`src/rcsp_pkg.sv`:
```
package rcsp_pkg;

   // build-time defaults
   localparam int unsigned MAX_ARGS_DEF = 64;
   localparam int unsigned LEN_BITS_DEF = 31;

   // field widths
   localparam int unsigned LIMIT_BITS = 7;
   localparam int unsigned BULK_BITS  = 31;
   localparam int unsigned INDEX_BITS = 6;

   // register reset values
   localparam logic [LIMIT_BITS-1:0] ARG_LIMIT_RST = 7'd64;
   localparam logic [BULK_BITS-1:0]  MAX_BULK_RST  = 31'h4000_0000;

   // characters
   localparam logic [7:0] CHAR_STAR   = 8'h2A;
   localparam logic [7:0] CHAR_DOLLAR = 8'h24;
   localparam logic [7:0] CHAR_CR     = 8'h0D;
   localparam logic [7:0] CHAR_LF     = 8'h0A;
   localparam logic [7:0] CHAR_TAB    = 8'h09;
   localparam logic [7:0] CHAR_SPACE  = 8'h20;
   localparam logic [7:0] CHAR_PLUS   = 8'h2B;
   localparam logic [7:0] CHAR_MINUS  = 8'h2D;
   localparam logic [7:0] CHAR_ZERO   = 8'h30;
   localparam logic [7:0] CHAR_NINE   = 8'h39;

   typedef enum logic [0:0] {
      CSR_ARG_LIMIT    = 1'b0,
      CSR_MAX_BULK_LEN = 1'b1
   } csr_index_type;

   typedef enum logic [2:0] {
      PH_HDR_PREFIX = 3'd0,
      PH_HDR_LINE   = 3'd1,
      PH_LEN_PREFIX = 3'd2,
      PH_LEN_LINE   = 3'd3,
      PH_DATA       = 3'd4,
      PH_DATA_CR    = 3'd5,
      PH_DATA_LF    = 3'd6,
      PH_ERROR      = 3'd7
   } phase_type;

   typedef struct packed {
      logic negative;
      logic started;
      logic ended;
   } num_flags_type;

   typedef struct packed {
      logic                  payload_valid;
      logic [7:0]            payload_byte;
      logic [INDEX_BITS-1:0] arg_index;
      logic                  arg_done;
      logic [BULK_BITS-1:0]  arg_length;
      logic                  cmd_done;
      logic [LIMIT_BITS-1:0] arg_count;
      logic                  fault;
   } result_type;

endpackage

```
`src/rcsp_num.sv`:
```
module rcsp_num #(
   parameter int unsigned LEN_BITS = 31
) (
   input  logic [7:0]                 data_byte,
   input  rcsp_pkg::num_flags_type    flags_cur,
   input  logic [LEN_BITS-1:0]        acc_cur,
   output rcsp_pkg::num_flags_type    flags_nxt,
   output logic [LEN_BITS-1:0]        acc_nxt,
   output logic                       overflow
);
   import rcsp_pkg::*;

   localparam logic [LEN_BITS+3:0] TOP = {4'b0, {LEN_BITS{1'b1}}};

   logic              is_digit;
   logic              is_space;
   logic [3:0]        digit_full;
   logic [LEN_BITS+3:0] acc_wide;
   logic [LEN_BITS+3:0] acc_times_ten;

   assign is_digit   = (data_byte >= CHAR_ZERO) && (data_byte <= CHAR_NINE);
   assign is_space   = (data_byte == CHAR_SPACE) ||
                       ((data_byte >= CHAR_TAB) && (data_byte <= CHAR_CR));
   assign digit_full = 4'(data_byte - CHAR_ZERO);
   assign acc_wide   = {4'b0, acc_cur};
   // times ten plus the digit, as two shifts and two adds
   assign acc_times_ten = (acc_wide << 3) + (acc_wide << 1) +
                          {{LEN_BITS{1'b0}}, digit_full};

   always_comb begin
      flags_nxt = flags_cur;
      acc_nxt   = acc_cur;
      overflow  = 1'b0;
      if (flags_cur.ended) begin
         // rest of the line ignored
      end else if (is_digit) begin
         flags_nxt.started = 1'b1;
         if (acc_times_ten > TOP) begin
            acc_nxt  = TOP[LEN_BITS-1:0];
            overflow = 1'b1;
         end else begin
            acc_nxt = acc_times_ten[LEN_BITS-1:0];
         end
      end else if (!flags_cur.started && is_space) begin
         // leading white space skipped
      end else if (!flags_cur.started &&
                   (data_byte == CHAR_PLUS || data_byte == CHAR_MINUS)) begin
         flags_nxt.started  = 1'b1;
         flags_nxt.negative = (data_byte == CHAR_MINUS);
      end else begin
         flags_nxt.ended = 1'b1;
      end
   end

endmodule

```
`src/rcsp_parser.sv`:
```
module rcsp_parser #(
   parameter int unsigned MAX_ARGS = 64,
   parameter int unsigned LEN_BITS = 31
) (
   input  logic                                clock,
   input  logic                                reset,
   input  logic                                step,
   input  logic                                op,
   input  logic [7:0]                          data_byte,
   input  logic [rcsp_pkg::LIMIT_BITS-1:0]     arg_limit,
   input  logic [rcsp_pkg::BULK_BITS-1:0]      max_bulk_len,
   output rcsp_pkg::result_type                result
);
   import rcsp_pkg::*;

   phase_type             phase_ff, phase_in;
   logic                  prev_cr_ff, prev_cr_in;
   logic [LEN_BITS-1:0]   acc_ff, acc_in;
   num_flags_type         flags_ff, flags_in;
   logic [LIMIT_BITS-1:0] expected_ff, expected_in;
   logic [LIMIT_BITS-1:0] received_ff, received_in;
   logic [LEN_BITS-1:0]   bytes_left_ff, bytes_left_in;
   logic [LEN_BITS-1:0]   cur_len_ff, cur_len_in;

   num_flags_type         num_flags;
   logic [LEN_BITS-1:0]   num_acc;
   logic                  num_ovf;

   logic [8:0]            lim;
   logic                  bad_sign;
   logic [LIMIT_BITS-1:0] received_inc;
   logic [LEN_BITS-1:0]   bytes_dec;
   logic [BULK_BITS-1:0]  cur_len_ext;
   logic                  det_fault;

   rcsp_num #(.LEN_BITS(LEN_BITS)) u_num (
      .data_byte (data_byte),
      .flags_cur (flags_ff),
      .acc_cur   (acc_ff),
      .flags_nxt (num_flags),
      .acc_nxt   (num_acc),
      .overflow  (num_ovf)
   );

   assign lim = (9'(arg_limit) < 9'(MAX_ARGS)) ? 9'(arg_limit) : 9'(MAX_ARGS);
   assign bad_sign     = flags_ff.negative && (acc_ff != '0);
   assign received_inc = received_ff + 1'b1;
   assign bytes_dec    = (bytes_left_ff != '0) ? bytes_left_ff - 1'b1 : bytes_left_ff;
   assign cur_len_ext  = BULK_BITS'(cur_len_ff);

   always_ff @(posedge clock) begin
      if (reset) begin
         phase_ff      <= PH_HDR_PREFIX;
         prev_cr_ff    <= 1'b0;
         acc_ff        <= '0;
         flags_ff      <= '0;
         expected_ff   <= '0;
         received_ff   <= '0;
         bytes_left_ff <= '0;
         cur_len_ff    <= '0;
      end else if (step) begin
         phase_ff      <= phase_in;
         prev_cr_ff    <= prev_cr_in;
         acc_ff        <= acc_in;
         flags_ff      <= flags_in;
         expected_ff   <= expected_in;
         received_ff   <= received_in;
         bytes_left_ff <= bytes_left_in;
         cur_len_ff    <= cur_len_in;
      end
   end

   always_comb begin
      phase_in      = phase_ff;
      prev_cr_in    = prev_cr_ff;
      acc_in        = acc_ff;
      flags_in      = flags_ff;
      expected_in   = expected_ff;
      received_in   = received_ff;
      bytes_left_in = bytes_left_ff;
      cur_len_in    = cur_len_ff;
      result        = '0;
      det_fault     = 1'b0;

      if (op) begin
         phase_in      = PH_HDR_PREFIX;
         prev_cr_in    = 1'b0;
         acc_in        = '0;
         flags_in      = '0;
         expected_in   = '0;
         received_in   = '0;
         bytes_left_in = '0;
         cur_len_in    = '0;
      end else if (phase_ff == PH_ERROR) begin
         result.fault = 1'b1;
      end else begin
         result.arg_index = received_ff[INDEX_BITS-1:0];
         unique case (phase_ff) inside
            PH_HDR_PREFIX, PH_LEN_PREFIX: begin
               if (data_byte != ((phase_ff == PH_HDR_PREFIX) ? CHAR_STAR : CHAR_DOLLAR)) begin
                  det_fault = 1'b1;
               end else begin
                  prev_cr_in = 1'b0;
                  acc_in     = '0;
                  flags_in   = '0;
                  phase_in   = (phase_ff == PH_HDR_PREFIX) ? PH_HDR_LINE : PH_LEN_LINE;
               end
            end
            PH_HDR_LINE, PH_LEN_LINE: begin
               if (data_byte == CHAR_LF) begin
                  if (!prev_cr_ff) begin
                     det_fault = 1'b1;
                  end else if (phase_ff == PH_HDR_LINE) begin
                     if (bad_sign || acc_ff == '0 || 32'(acc_ff) > 32'(lim)) begin
                        det_fault = 1'b1;
                     end else begin
                        // count is at most the limit, so seven bits hold it
                        expected_in = acc_ff[LIMIT_BITS-1:0];
                        received_in = '0;
                        phase_in    = PH_LEN_PREFIX;
                     end
                  end else begin
                     if (bad_sign || 32'(acc_ff) > 32'(max_bulk_len)) begin
                        det_fault = 1'b1;
                     end else begin
                        cur_len_in    = acc_ff;
                        bytes_left_in = acc_ff;
                        phase_in      = (acc_ff == '0) ? PH_DATA_CR : PH_DATA;
                     end
                  end
               end else begin
                  prev_cr_in = (data_byte == CHAR_CR);
                  flags_in   = num_flags;
                  acc_in     = num_acc;
                  det_fault  = num_ovf;
               end
            end
            PH_DATA: begin
               result.payload_valid = 1'b1;
               result.payload_byte  = data_byte;
               bytes_left_in        = bytes_dec;
               if (bytes_dec == '0) begin
                  phase_in = PH_DATA_CR;
               end
            end
            PH_DATA_CR: begin
               if (data_byte != CHAR_CR) begin
                  det_fault = 1'b1;
               end else begin
                  phase_in = PH_DATA_LF;
               end
            end
            PH_DATA_LF: begin
               if (data_byte != CHAR_LF) begin
                  det_fault = 1'b1;
               end else begin
                  result.arg_done   = 1'b1;
                  result.arg_length = cur_len_ext;
                  received_in       = received_inc;
                  if (received_inc >= expected_ff) begin
                     result.cmd_done  = 1'b1;
                     result.arg_count = expected_ff;
                     phase_in         = PH_HDR_PREFIX;
                     prev_cr_in       = 1'b0;
                     acc_in           = '0;
                     flags_in         = '0;
                     expected_in      = '0;
                     received_in      = '0;
                     bytes_left_in    = '0;
                     cur_len_in       = '0;
                  end else begin
                     phase_in = PH_LEN_PREFIX;
                  end
               end
            end
            default: begin
               det_fault = 1'b1;
            end
         endcase
         if (det_fault) begin
            phase_in     = PH_ERROR;
            result       = '0;
            result.fault = 1'b1;
         end
      end
   end

endmodule

```
`src/resp_command_stream_parser.sv`:
```
// channel   dir   words                          handshake
// req_      in    op, data_byte                  req_valid / req_ready
// rsp_      out   one result word per req word   rsp_valid / rsp_ready
// csr_      in    arg_limit, max_bulk_len        csr_wr_en, no wait
//
// one word per cycle sustained while rsp is not stalled; an accepted word reaches rsp
// through the input register, then the parse logic into the result register
// the parse state is updated in the same cycle the word moves into the result register
// reset clears parse state and the error phase and returns both csr registers to their
// reset values
// a stall on rsp holds the result register; req keeps flowing until the input
// register is also full
module resp_command_stream_parser #(
   parameter int unsigned MAX_ARGS = rcsp_pkg::MAX_ARGS_DEF,
   parameter int unsigned LEN_BITS = rcsp_pkg::LEN_BITS_DEF
) (
   input  logic                                clock,
   input  logic                                reset,
   // request words
   input  logic                                req_valid,
   output logic                                req_ready,
   input  logic                                req_op,
   input  logic [7:0]                          req_data_byte,
   // result words
   output logic                                rsp_valid,
   input  logic                                rsp_ready,
   output logic                                rsp_payload_valid,
   output logic [7:0]                          rsp_payload_byte,
   output logic [rcsp_pkg::INDEX_BITS-1:0]     rsp_arg_index,
   output logic                                rsp_arg_done,
   output logic [rcsp_pkg::BULK_BITS-1:0]      rsp_arg_length,
   output logic                                rsp_cmd_done,
   output logic [rcsp_pkg::LIMIT_BITS-1:0]     rsp_arg_count,
   output logic                                rsp_fault,
   // register writes
   input  logic                                csr_wr_en,
   input  rcsp_pkg::csr_index_type             csr_index,
   input  logic [rcsp_pkg::BULK_BITS-1:0]      csr_wdata
);
   import rcsp_pkg::*;

   // configuration registers
   logic [LIMIT_BITS-1:0] arg_limit_ff;
   logic [BULK_BITS-1:0]  max_bulk_ff;

   // input register
   logic       in_valid_ff;
   logic       in_op_ff;
   logic [7:0] in_byte_ff;

   // result register
   logic       out_valid_ff;
   result_type out_ff;
   result_type parse_result;

   logic advance;

   // input word moves on when the result register is empty or being drained
   assign advance   = in_valid_ff && (!out_valid_ff || rsp_ready);
   assign req_ready = !in_valid_ff || advance;

   always_ff @(posedge clock) begin
      if (reset) begin
         arg_limit_ff <= ARG_LIMIT_RST;
         max_bulk_ff  <= MAX_BULK_RST;
      end else if (csr_wr_en) begin
         unique case (csr_index)
            CSR_ARG_LIMIT:    arg_limit_ff <= csr_wdata[LIMIT_BITS-1:0];
            CSR_MAX_BULK_LEN: max_bulk_ff  <= csr_wdata;
            default: begin
            end
         endcase
      end
   end

   always_ff @(posedge clock) begin
      if (reset) begin
         in_valid_ff <= 1'b0;
      end else if (req_ready) begin
         in_valid_ff <= req_valid;
      end
   end

   always_ff @(posedge clock) begin
      if (req_valid && req_ready) begin
         in_op_ff   <= req_op;
         in_byte_ff <= req_data_byte;
      end
   end

   rcsp_parser #(
      .MAX_ARGS (MAX_ARGS),
      .LEN_BITS (LEN_BITS)
   ) u_parser (
      .clock        (clock),
      .reset        (reset),
      .step         (advance),
      .op           (in_op_ff),
      .data_byte    (in_byte_ff),
      .arg_limit    (arg_limit_ff),
      .max_bulk_len (max_bulk_ff),
      .result       (parse_result)
   );

   always_ff @(posedge clock) begin
      if (reset) begin
         out_valid_ff <= 1'b0;
      end else if (advance) begin
         out_valid_ff <= 1'b1;
      end else if (rsp_ready) begin
         out_valid_ff <= 1'b0;
      end
   end

   always_ff @(posedge clock) begin
      if (advance) begin
         out_ff <= parse_result;
      end
   end

   assign rsp_valid         = out_valid_ff;
   assign rsp_payload_valid = out_ff.payload_valid;
   assign rsp_payload_byte  = out_ff.payload_byte;
   assign rsp_arg_index     = out_ff.arg_index;
   assign rsp_arg_done      = out_ff.arg_done;
   assign rsp_arg_length    = out_ff.arg_length;
   assign rsp_cmd_done      = out_ff.cmd_done;
   assign rsp_arg_count     = out_ff.arg_count;
   assign rsp_fault         = out_ff.fault;

endmodule

```
`config.mk`:
```
export PLATFORM = sky130hd
export DESIGN_NAME = resp_command_stream_parser
export DESIGN_NICKNAME = d
export VERILOG_FILES = /design/src/rcsp_pkg.sv /design/src/rcsp_num.sv /design/src/rcsp_parser.sv /design/src/resp_command_stream_parser.sv
export SDC_FILE = /design/constraint.sdc
export NUM_CORES = 1
export LEC_CHECK = 0
export BUFFER_PORTS_ARGS = -buffer_cell sky130_fd_sc_hd__buf_4
export CAP_MARGIN = 5
export CORE_ASPECT_RATIO = 0.8
export CORE_MARGIN = 2
export CORE_UTILIZATION = 50
export CTS_BUF_LIST = sky130_fd_sc_hd__clkbuf_2
export CTS_CLUSTER_SIZE = 24
export DETAILED_ROUTE_END_ITERATION = 16
export PLACE_DENSITY = 0.68
export SLEW_MARGIN = 40
export SYNTH_ARGS = -nofsm -noshare
export SYNTH_HDL_FRONTEND = slang
export SYNTH_SLANG_ARGS = --single-unit
```
`constraint.sdc`:
```
create_clock -name clock -period 9.9 [get_ports clock]
set_input_delay 0.495 -clock clock [delete_from_list [all_inputs] [get_ports clock]]
set_output_delay 0.495 -clock clock [all_outputs]
set_load 0.02 [all_outputs]
```
After elaboration in Yosys (flattened, before gate mapping)
Index checks and enable logic that the tools add are counted.
{"block": "classes", "addsub": 5, "n_lt_le_gt_ge": 9, "n_eq_ne": 41, "mux": 99, "bitwise": 4, "reduce_logical": 45}
{"cell": "$mux 31", "n": 18}
{"cell": "$pmux 31 s3", "n": 2}
{"cell": "$mux 7", "n": 17}
{"cell": "$logic_not 31->1", "n": 2}
{"cell": "$pmux 31 s2", "n": 1}
{"cell": "$reduce_bool 31->1", "n": 2}
{"cell": "$mux 3", "n": 20}
{"cell": "$mux 40", "n": 1}
{"cell": "$ne 3x3->1 const B", "n": 12}
{"cell": "$reduce_and 9->1", "n": 4}
{"cell": "$add 34x32->35", "n": 1}
{"cell": "$add 35x4->35", "n": 1}
{"cell": "$gt 35x31->1 const B", "n": 1}
{"cell": "$gt 31x31->1", "n": 1}
{"cell": "$gt 31x9->1", "n": 1}
{"cell": "$sub 31x1->31 const B", "n": 1}
{"cell": "$mux 1", "n": 28}
{"cell": "$pmux 7 s2", "n": 2}
{"cell": "$eq 8x6->1 const B", "n": 3}
{"cell": "$ne 4x4->1 const B", "n": 6}
{"cell": "$reduce_and 11->1", "n": 2}
{"cell": "$eq 8x4->1 const B", "n": 2}
{"cell": "$ne 8x4->1 const B", "n": 2}
{"cell": "$pmux 3 s5", "n": 1}
{"cell": "other kinds (42)", "n": 72}
{"block": "totals", "regBits": 219, "output_inout_bits": 58}

Logic depth before layout (Yosys ltp)
Gate-level depths: netlist of run 1.
{"block": "logic_depth", "word_depth": 14, "mapped_depth": 15, "depth_no_buf": 14}

Modules after synthesis
A second synthesis of run 1 with hierarchy kept.
{"block": "hier_totals", "cells_unflattened": 1597, "area_unflattened_um2": 14206.1}
{"module": "rcsp_parser", "n_inst": 1, "cells_each": 962, "area_each_um2": 7543.5}
{"module": "resp_command_stream_parser", "n_inst": 1, "cells_each": 242, "area_each_um2": 3905.0}
{"module": "rcsp_num", "n_inst": 1, "cells_each": 393, "area_each_um2": 2757.6}

Worst setup path after synthesis of run 1
No wires, ideal clock.
{"block": "synth_path", "path_type": "register to register", "from": "register u_parser.acc_ff[0]", "to": "register u_parser.phase_ff[2]", "setup_ns": 0.121, "arrival_ns": 3.881, "required_ns": 9.779, "setup_slack_ns": 5.899, "stages_incl_launch_ff": 16, "path_buffers": 1, "synth_period_minus_slack_ns": 4.001, "path_cell_list": "dfxtp_1 > inv_1 > fa_1 > inv_1 > ha_1 > a211o_1 > a21oi_1 > o2bb2ai_1 > o21a_1 > a211o_1 > a32oi_1 > or4b_1 > buf_2 > a21o_1 > o211a_1 > mux2_2"}
{"block": "synth_via", "elab_chain_cells": 14}
{"item": "start: declaration", "line": "rcsp_parser.sv:18", "rtl": "logic [LEN_BITS-1:0] acc_ff, acc_in;"}
{"item": "start signal: assignment", "line": "rcsp_parser.sv:64", "rtl": "acc_ff <= acc_in;"}
{"item": "branches (longest 14 deep; another with $add 34x32->35)"}
{"item": "end signal: assignment", "line": "rcsp_parser.sv:62", "rtl": "phase_ff <= phase_in;"}
{"item": "end: declaration", "line": "rcsp_parser.sv:16", "rtl": "phase_type phase_ff, phase_in;"}
Several ways; the timed one is not identified. The select of a mux whose other input is x is not followed.
A chain may end at the register's enable or synchronous reset.

Worst setup path after layout of run 1
{"block": "layout_path", "from": "register u_parser.acc_ff[2]", "to": "register out_ff (netlist bit rsp_arg_index[4]), data pin"}
{"block": "layout_via", "elab_chain_cells": 12}
{"item": "branches (longest 7 deep; another with $add 34x32->35)"}
{"item": "$mux 1 *", "line": "rcsp_parser.sv:110", "rtl": "if (data_byte == CHAR_LF) begin"}
{"item": "$pmux 1 s5 *", "line": "rcsp_parser.sv:98", "rtl": "unique case (phase_ff) inside"}
{"item": "$mux 1 *", "line": "rcsp_parser.sv:94", "rtl": "end else if (phase_ff == PH_ERROR) begin"}
{"item": "$mux 1 *", "line": "rcsp_parser.sv:85", "rtl": "if (op) begin"}
{"item": "$reduce_or 3->1 (no source line) *"}
{"item": "end signal: assignment", "line": "resp_command_stream_parser.sv:117", "rtl": "out_ff <= parse_result;"}
{"item": "end: declaration", "line": "resp_command_stream_parser.sv:53", "rtl": "result_type out_ff;"}
Mark *: on every way between the ends. The select of a mux whose other input is x is not followed.

==> results.yml, run 1 <==
setup_path:
  cp-end-kind: "register"
  max_stage_delay_ps: 630
  critPathBufInv: 2
  path_class: "reg2reg"
  required_ps: 10600
  crit_chain: "inv_1 -> fa_1 -> inv_1 -> ha_1 -> a211o_1 -> a21oi_1 -> o2bb2ai_1 -> o21a_1 -> a211o_1 -> a32oi_1 -> or4b_1 -> a21o_1 -> a211oi_2 -> and2_1"
  path_delay_family: "compound AO/OA/AOI/OAI gates"
  critPathSlowestCell: "or4b_1"
  start_kind: "register"
  path_depth: 14
  crit_fanout: 9
  worstRegToRegCells: 14
  critPathArrivalTime_ps: 5360
floorplan:
  die_w_um: 186.9
  dieArea_um2: 28100
  design.core.area_um2: 26330
  start_util: 0.5084
  fp.dieH_um: 150.3
  placementRows: 53
  ios: 104
place:
  place_ws_ps: 5305
  hpwl_um: 27530
  placed_cells: 2016
  placed_cell_area_um2: 14330
  portBuffers: 103
  place_congestion: 0.9368
yosys:
  mappedNetlistNets: 1801
  synth_area_um2: 13390
  avgSynthCellArea_um2: 8.142
  yosysSeqAreaShare: 0.3761
  synthFlopType: "dfxtp_1"
  synth.area.top_cells: "dfxtp_1 (23%), edfxtp_1 (15%), ha_1 (10%), a21oi_1 (7.6%), nand2_1 (6.2%)"
  async_flop_share: 0
  synth_edf_count: 65
  synth_top_area_cell: "dfxtp_1"
  synthCells: 1644
  synth-seq-cells: 219
  synth-simple-area-share: 0.2319
  synth.area.mux_share: 0.009161
  synth_top_family_by_area: "simple AND/OR/NAND/NOR gates"
  synth_fa_ha_area_frac: 0.1049
  synth_cell_type_count: 79
  synth_compound_area_frac: 0.1992
  synth.top_cell.area_share: 0.2303
  yosysWarnings: 0
  synth_xor_area_frac: 0.03010
sta:
  finalHoldViolCount: 0
  worst_pin_slew_ps: 814.6
  finalSetupViolCount: 0
  fin_crit_ps: 4662
  slew_viol_final: 0
  finClkSkew_ps: 72.18
  finalSetupTns_ps: 0
  max_slew_margin: 0.4493
  worst_slack_ps: 5238
  min_period_over_period: 0.4710
  whs_ps: 113.4
  rsz0062_at_grt: "false"
  fmax_ghz: 0.2145
finish:
  fin_nets: 1914
  final_core_util: 0.5802
  area_delta_synth_final_pct: 14.11
  fillers: 2465
  layout-drive-gt1-share: 0.1333
  multi_input_area_um2: 7732
  seqCellArea_um2: 5035
  finalNonFillerCells: 2158
  stdcell_area_um2: 15270
hold_path:
  hold_path_class: "in2reg"
  holdPathStages: 4
power:
  p_leak_nw: 6.218
  power_frac_clock: 0.343
  power_frac_seq: 0.539
  swShare: 0.2997
  internal-power_mw: 1.252
  vdd_ir_drop_max_mv: 0.07678
  p_total_mw: 1.787
  power_frac_comb: 0.117
  power_density_nw_per_um2: 117.0
  switchingPower_mw: 0.5355
clocking:
  cts_tree: "built"
  path_clk_slew_ps: 100
  clockRootBuffer: "clkbuf_2"
  h-tree-depth: 2
  clock-sinks: 219
  cts_made_buffers: 53
  clock_latency_ps: 880
  cts_buffer_depth: 3
grt:
  antenna_found_initial: 1
  grt_pass1_wl_um: 64410
  grt_max_degree: 104
  grt_pass1_vias: 11834
  grt_use_total: 0.2884
  grt_overflow: 0
detailed_routing:
  drc_errors: 0
  drtIter0Drc: 1216
  vias: 12650
  totalWireLength_um: 40520
  ant_nets: 0
  avgViaCountPerCell: 5.862
  dr.pass1.iters: 5
  detail_route.wl_per_cell_um: 18.78
flow_run:
  drv_cap: 0
status:
  status: "complete, no violations"
synthesized netlist by cell type, drive strengths merged, types with 13 or more instances:
| master | count |
|---|---|
| a21oi | 206 |
| xnor2 | 32 |
| and2 | 50 |
| nand2b | 18 |
| buf | 14 |
| ha | 109 |
| clkbuf | 84 |
| a22oi | 13 |
| nor2b | 13 |
| dfxtp | 154 |
| o21ai | 105 |
| nor2 | 119 |
| inv | 73 |
| xor2 | 14 |
| edfxtp | 65 |
| nand4 | 24 |
| nand2 | 220 |
| nor3 | 48 |
| nor4 | 27 |
| a21o | 18 |
| nand3 | 68 |
flip-flops by register name (all words and copies together) (netlist names), 8 cells and up:
signal,flops
max_bulk_ff,31
rsp_arg_length,31
u_parser.acc_ff,31
u_parser.bytes_left_ff,31
u_parser.cur_len_ext,31
in_byte_ff,8
rsp_payload_byte,8
per-layer routing:
layer  routed length [um]  track usage  vias up
met5                    0            0        -
met4                  972      0.09286        0
met3                 3470      0.06014       71
met2                16790       0.4296      479
met1                19290       0.4173     5940
li1                     -            -     6160
final timing paths:
kind                           start                      end  slack (ps)
min reg2reg  u_parser.cur_len_ext[4]  u_parser.cur_len_ext[4]         460
max reg2reg       u_parser.acc_ff[2]         rsp_arg_index[4]        5240
max               u_parser.acc_ff[2]         rsp_arg_index[4]        5240
min                        csr_index          arg_limit_ff[4]         110
power groups by stage:
stage	clock, mW	sequential [mW]	combinational [mW]
after floorplan	0	0.987	0.115
after global placement	0	0.983	0.189
after detailed placement	0	0.984	0.190
after CTS	0.629	0.963	0.205
after global routing	0.672	0.967	0.228
final	0.614	0.964	0.210
layout by cell type (no fill, tap or decap), types with 32 or more instances in the layout:
cell | Yosys | routed
nor2_1 | 119 | 119
clkbuf_2 | 1 | 82
edfxtp_1 | 65 | 65
inv_1 | 73 | 72
nand2_1 | 220 | 219
a21oi_1 | 203 | 202
ha_1 | 109 | 109
dfxtp_1 | 154 | 154
xnor2_1 | 32 | 32
and2_1 | 50 | 49
dlygate4sd3_1 | 0 | 43
nand3_1 | 68 | 68
buf_4 | 0 | 112
nor3_1 | 45 | 45
o21ai_0 | 99 | 98
worst min-delay path, delay by kind of cell:
kind	cells	cell delay (ps)
AND/OR/NAND/NOR	2	170
multiplexers	1	140
buffers and inverters	1	100
cell families (layout without fill, tap and decap cells):
group	after synthesis	count (layout)
and+or+nand+nor	638	638
AOI/OAI and AO/OA	447	447
DFF	219	219
buffers and inverters	171	327
adders and majority gates	111	111
xor gates and xnor gates	46	46
muxes	12	12
other	0	1
cell type report:
cell class | count | area share
Antenna cell | 1 | 0.0001638
Clock buffer | 82 | 0.02687
Clock inverter | 16 | 0.005734
Inverter | 73 | 0.01810
Multi-Input combinational cell | 1254 | 0.5063
Sequential cell | 219 | 0.3296
Tap cell | 357 | 0.02925
Timing Repair Buffer | 156 | 0.08397
timing repair:
item                      in CTS  in global routing
hold endpoints to repair      49                  0
hold buffers                  43                  0
resized for setup              0                  0
setup buffers                  0                  0
(Power assumes the default switching activity.)
==> run 2, diff against run 1 <==
==> constraint.sdc (replaced) <==
create_clock -name clock -period 4.8 [get_ports clock]
set_input_delay 0.24 -clock clock [delete_from_list [all_inputs] [get_ports clock]]
set_output_delay 0.24 -clock clock [all_outputs]
set_load 0.02 [all_outputs]
==> results.yml, run 2 (synthesis results as in run 1) <==
detailed_routing:
  totalWireLength_um: 42610
  avgViaCountPerCell: 5.921
  detail_route.wl_per_cell_um: 19.05
  drtIter0Drc: 1364
  ant_nets: 0
  drc_errors: 0
  dr.pass1.iters: 5
  vias: 13245
floorplan:
  fp.dieH_um: 150.3
  ios: 104
  start_util: 0.5084
  die_w_um: 186.9
  placementRows: 53
  design.core.area_um2: 26330
  dieArea_um2: 28100
setup_path:
  required_ps: 5540
  rr_startpoint: "in_byte_ff[3]"
  worstRegToRegCells: 14
  critPathArrivalTime_ps: 5350
  start_kind: "register"
  cp-end-kind: "register"
  crit_fanout: 6
  reg2reg_slack_ps: 200
  timing.rr.end: "rsp_arg_index[0]"
  path_class: "reg2reg"
finish:
  layout_commonest_cell: "nand2_1"
  layout-drive-gt1-share: 0.1426
  finalNonFillerCells: 2237
  fin_nets: 1993
  fillers: 2337
  area_delta_synth_final_pct: 19.44
  stdcell_area_um2: 15990
  final_core_util: 0.6073
  final_cell_mix: "nand2_1 (219), a21oi_1 (202), dfxtp_1 (154), buf_4 (147), nor2_1 (119)"
clocking:
  h-tree-depth: 2
  cts_made_buffers: 53
  cts_tree: "built"
  cts_buffer_depth: 3
  clockRootBuffer: "clkbuf_2"
  clock-sinks: 219
  clock_latency_ps: 940
  path_clk_slew_ps: 140
power:
  vdd_ir_drop_max_mv: 0.1520
  p_leak_nw: 6.588
  power_density_nw_per_um2: 235.2
sta:
  rsz0062_at_grt: "false"
  fin_crit_ps: 4601
  min_period_over_period: 0.9586
  finalSetupViolCount: 0
  slew_viol_final: 0
  max_slew_margin: 0.4448
  finClkSkew_ps: 96.45
  finalHoldViolCount: 0
  finalSetupTns_ps: 0
  fmax_ghz: 0.2173
  worst_pin_slew_ps: 824.1
place:
  placed_cells: 2051
  place_congestion: 0.9402
  placed_cell_area_um2: 14600
  hpwl_um: 28910
  portBuffers: 103
hold_path:
  hold_path_class: "in2reg"
  holdPathStages: 2
  min_to: "in_op_ff"
  hp-start: "req_op"
grt:
  grt_overflow: 0
  grt_pass1_vias: 12170
  grt_max_degree: 71
  antenna_found_initial: 3
  grt_use_total: 0.3007
  grt_pass1_wl_um: 66880
status:
  status: "complete, no violations"
flow_run:
  drv_cap: 0
[run 2: cell types whose count changed in the layout (fill, tap and decap cells not counted), moves of 4 or more]
| cell | delta |
|---|---|
| buf_4 | +35 |
| clkinv_2 | -4 |
| clkinv_1 | +5 |
| dlygate4sd3_1 | +44 |
[run 2: worst max-delay path by stage]
stage	start	endpoint	slack, ps	cells after the start
CTS	in_byte_ff[3]	rsp_arg_index[0]	230	14
floorplan	u_parser.acc_ff[0]	u_parser.phase_ff[2]	800	15
global route	in_byte_ff[3]	rsp_arg_index[0]	40	14
global placement	in_byte_ff[3]	u_parser.phase_ff[1]	410	14
detailed placement	in_byte_ff[3]	rsp_arg_index[5]	310	14
finish	in_byte_ff[3]	rsp_arg_index[0]	200	14
[run 2: critical path, stage by stage, from the launching register on]
cell and delay (ps):
edfxtp_1 410, inv_1 140, fa_1 610, inv_1 60, ha_1 300, a211o_1 340, a21oi_1 220, o2bb2ai_1 150
o21a_1 250, a211o_1 260, a32oi_1 180, or4b_1 620, a21o_1 270, a211oi_2 390, and2_1 190
[run 2: repair_timing]
item	CTS	global route
hold endpoints to repair	96	0
setup endpoints to repair	0	1
hold buffers	87	0
gates resized for setup	0	1
buffers inserted	0	0
[run 2: through the flow]
stage               hold WS, ps  worst slack (ps)  power (mW)
detailed placement        419.5             306.8       2.423
floorplan                 338.9             798.7       2.272
global placement          421.3             406.2       2.419
CTS                       7.106             232.7       3.775
global route              8.318             40.78       3.928
finish                    44.37             198.8       3.761
[run 2: cell type report]
| type | count | area [um^2] | share of cell area |
|---|---|---|---|
| sequential | 219 | 5035 | 0.3149 |
| timing repair buffer | 235 | 1994 | 0.1247 |
| multi-input combinational | 1254 | 7726 | 0.4833 |
| tap | 357 | 446.7 | 0.02794 |
| clock inverter | 16 | 96.34 | 0.006026 |
| clock buffer | 82 | 410.4 | 0.02567 |
| antenna | 1 | 2.502 | 0.0001565 |
| inverter | 73 | 276.5 | 0.01730 |
[run 2: metal layers]
layer	part of all wire	wire, um	track usage	vias to the layer above
met4	0.034	1458	0.1163	4
met3	0.090	3846	0.06154	101
met5	0.00049	21	0	-
li1	-	-	-	6318
met2	0.42	17850	0.4511	598
met1	0.46	19440	0.4261	6224
[run 2: where the power goes]
group          switching, mW  internal [mW]  total [mW]  leakage [nW]
clock                  0.796          0.512        1.31         0.391
combinational          0.280          0.187       0.467          4.35
sequential            0.0381           1.95        1.98          1.85
total                   1.11           2.65        3.76          6.59
==> run 3, diff against run 2 <==
--- a/config.mk
+++ b/config.mk
@@ -14,6 +14,7 @@
 export CTS_CLUSTER_SIZE = 24
 export DETAILED_ROUTE_END_ITERATION = 16
 export PLACE_DENSITY = 0.68
+export SETUP_SLACK_MARGIN = 0.4
 export SLEW_MARGIN = 40
 export SYNTH_ARGS = -nofsm -noshare
 export SYNTH_HDL_FRONTEND = slang
==> results.yml, run 3 (synthesis results as in run 1) <==
status:
  status: "complete, no violations"
floorplan:
  fp.dieH_um: 150.3
  placementRows: 53
  design.core.area_um2: 26330
  start_util: 0.5084
  ios: 104
  dieArea_um2: 28100
  die_w_um: 186.9
clocking:
  clock-sinks: 219
  cts_buffer_depth: 3
  clock_latency_ps: 910
  path_clk_slew_ps: 120
  cts_made_buffers: 53
  h-tree-depth: 2
  cts_tree: "built"
  clockRootBuffer: "clkbuf_2"
hold_path:
  hold_path_class: "in2reg"
  holdPathStages: 2
finish:
  layout-drive-gt1-share: 0.1451
  multi_input_area_um2: 7741
  fin_nets: 1995
  area_delta_synth_final_pct: 19.68
  final_cell_mix: "nand2_1 (219), a21oi_1 (201), dfxtp_1 (153), buf_4 (149), nor2_1 (119)"
  fillers: 2333
  stdcell_area_um2: 16020
  seqCellArea_um2: 5036
  layout_commonest_cell: "nand2_1"
grt:
  grt_pass1_vias: 12182
  grt_use_total: 0.3005
  antenna_found_initial: 3
  grt_max_degree: 71
  grt_overflow: 0
  grt_pass1_wl_um: 66830
power:
  power_density_nw_per_um2: 234.6
  p_leak_nw: 6.598
  p_total_mw: 3.759
  vdd_ir_drop_max_mv: 0.1521
detailed_routing:
  vias: 13170
  drtIter0Drc: 1413
  detail_route.wl_per_cell_um: 19.02
  totalWireLength_um: 42590
  dr.pass1.iters: 6
  drc_errors: 0
  ant_nets: 0
  avgViaCountPerCell: 5.882
sta:
  finalSetupViolCount: 0
  max_slew_margin: 0.4641
  finClkSkew_ps: 73.97
  fmax_ghz: 0.2357
  finalHoldViolCount: 0
  worst_pin_slew_ps: 803.9
  slew_viol_final: 0
  finalSetupTns_ps: 0
  fin_crit_ps: 4242
  rsz0062_at_grt: "false"
  whs_ps: 68.98
  min_period_over_period: 0.8837
  worst_slack_ps: 558.1
setup_path:
  critPathSlowestCell: "dfxtp_1"
  max_stage_delay_ps: 760
  path_class: "reg2reg"
  path_delay_family: "simple AND/OR/NAND/NOR gates"
  critPathBufInv: 0
  path_depth: 12
  crit_chain: "ha_1 -> ha_1 -> nor2b_1 -> o2111ai_1 -> and3_1 -> o211a_1 -> nor2_1 -> o221a_2 -> or4b_4 -> a21o_1 -> a211oi_4 -> and2_1"
  start_kind: "register"
  crit_fanout: 9
  critPathArrivalTime_ps: 4980
  cp-end-kind: "register"
  path_common_cell: "ha_1"
  required_ps: 5540
  worstRegToRegCells: 12
place:
  placed_cell_area_um2: 14600
  hpwl_um: 28910
  place_ws_ps: 306.8
  portBuffers: 103
  place_congestion: 0.9402
flow_run:
  drv_cap: 0
[run 3: cell types whose count changed in the layout (fill, tap and decap cells not counted)]
| cell | change |
|---|---|
| dfxtp_1 | -1 |
| a21oi_2 | +1 |
| o21ai_0 | -1 |
| buf_4 | +2 |
| a21oi_1 | -1 |
| o21ai_1 | +1 |
| dfxtp_2 | +1 |
| or4b_1 | -1 |
| a211oi_2 | -1 |
| a211oi_4 | +1 |
| or4b_4 | +1 |
[run 3: layout make-up]
cell class / instances / share of cell area
diodes: 1 / 0.0001562
clock buffers: 82 / 0.02562
clock inverters: 16 / 0.006014
inverters: 73 / 0.01726
multi-input cells: 1254 / 0.4832
flip-flops and latches: 219 / 0.3144
well taps: 357 / 0.02788
repair buffers: 237 / 0.1254
[run 3: per-layer routing]
metal | global-route usage | part of all wire
met4 | 0.1155 | 0.032
met3 | 0.06224 | 0.092
met1 | 0.4246 | 0.46
met2 | 0.4520 | 0.42
met5 | 0 | 0.00054
[run 3: path summary, 6_finish.rpt]
check | startpoint | to | slack, ps
setup / recovery | u_parser.acc_ff[3] | rsp_arg_index[0] | 560
hold / removal | req_data_byte[7] | in_byte_ff[7] | 70
setup reg to reg | u_parser.acc_ff[3] | rsp_arg_index[0] | 560
hold reg to reg | u_parser.cur_len_ext[13] | u_parser.cur_len_ext[13] | 450
[run 3: power breakdown]
part           internal, mW  switching [mW]  total (mW)
clock network         0.512           0.792        1.30
registers              1.95          0.0378        1.98
logic                 0.188           0.281       0.469
[run 3: repair_timing]
action,in CTS,in global routing
endpoints found under the setup margin,10,12
hold buffers,87,0
hold endpoints to repair,96,0
buffers inserted,0,2
pin swaps,0,4
resized for setup,3,2
[run 3: through the flow]
stage	util	cells
finish	0.6085	2239
global route	0.6085	2239
CTS	0.6073	2236
detailed placement	0.5544	2051
global placement	0.5542	2051
floorplan	-	1644
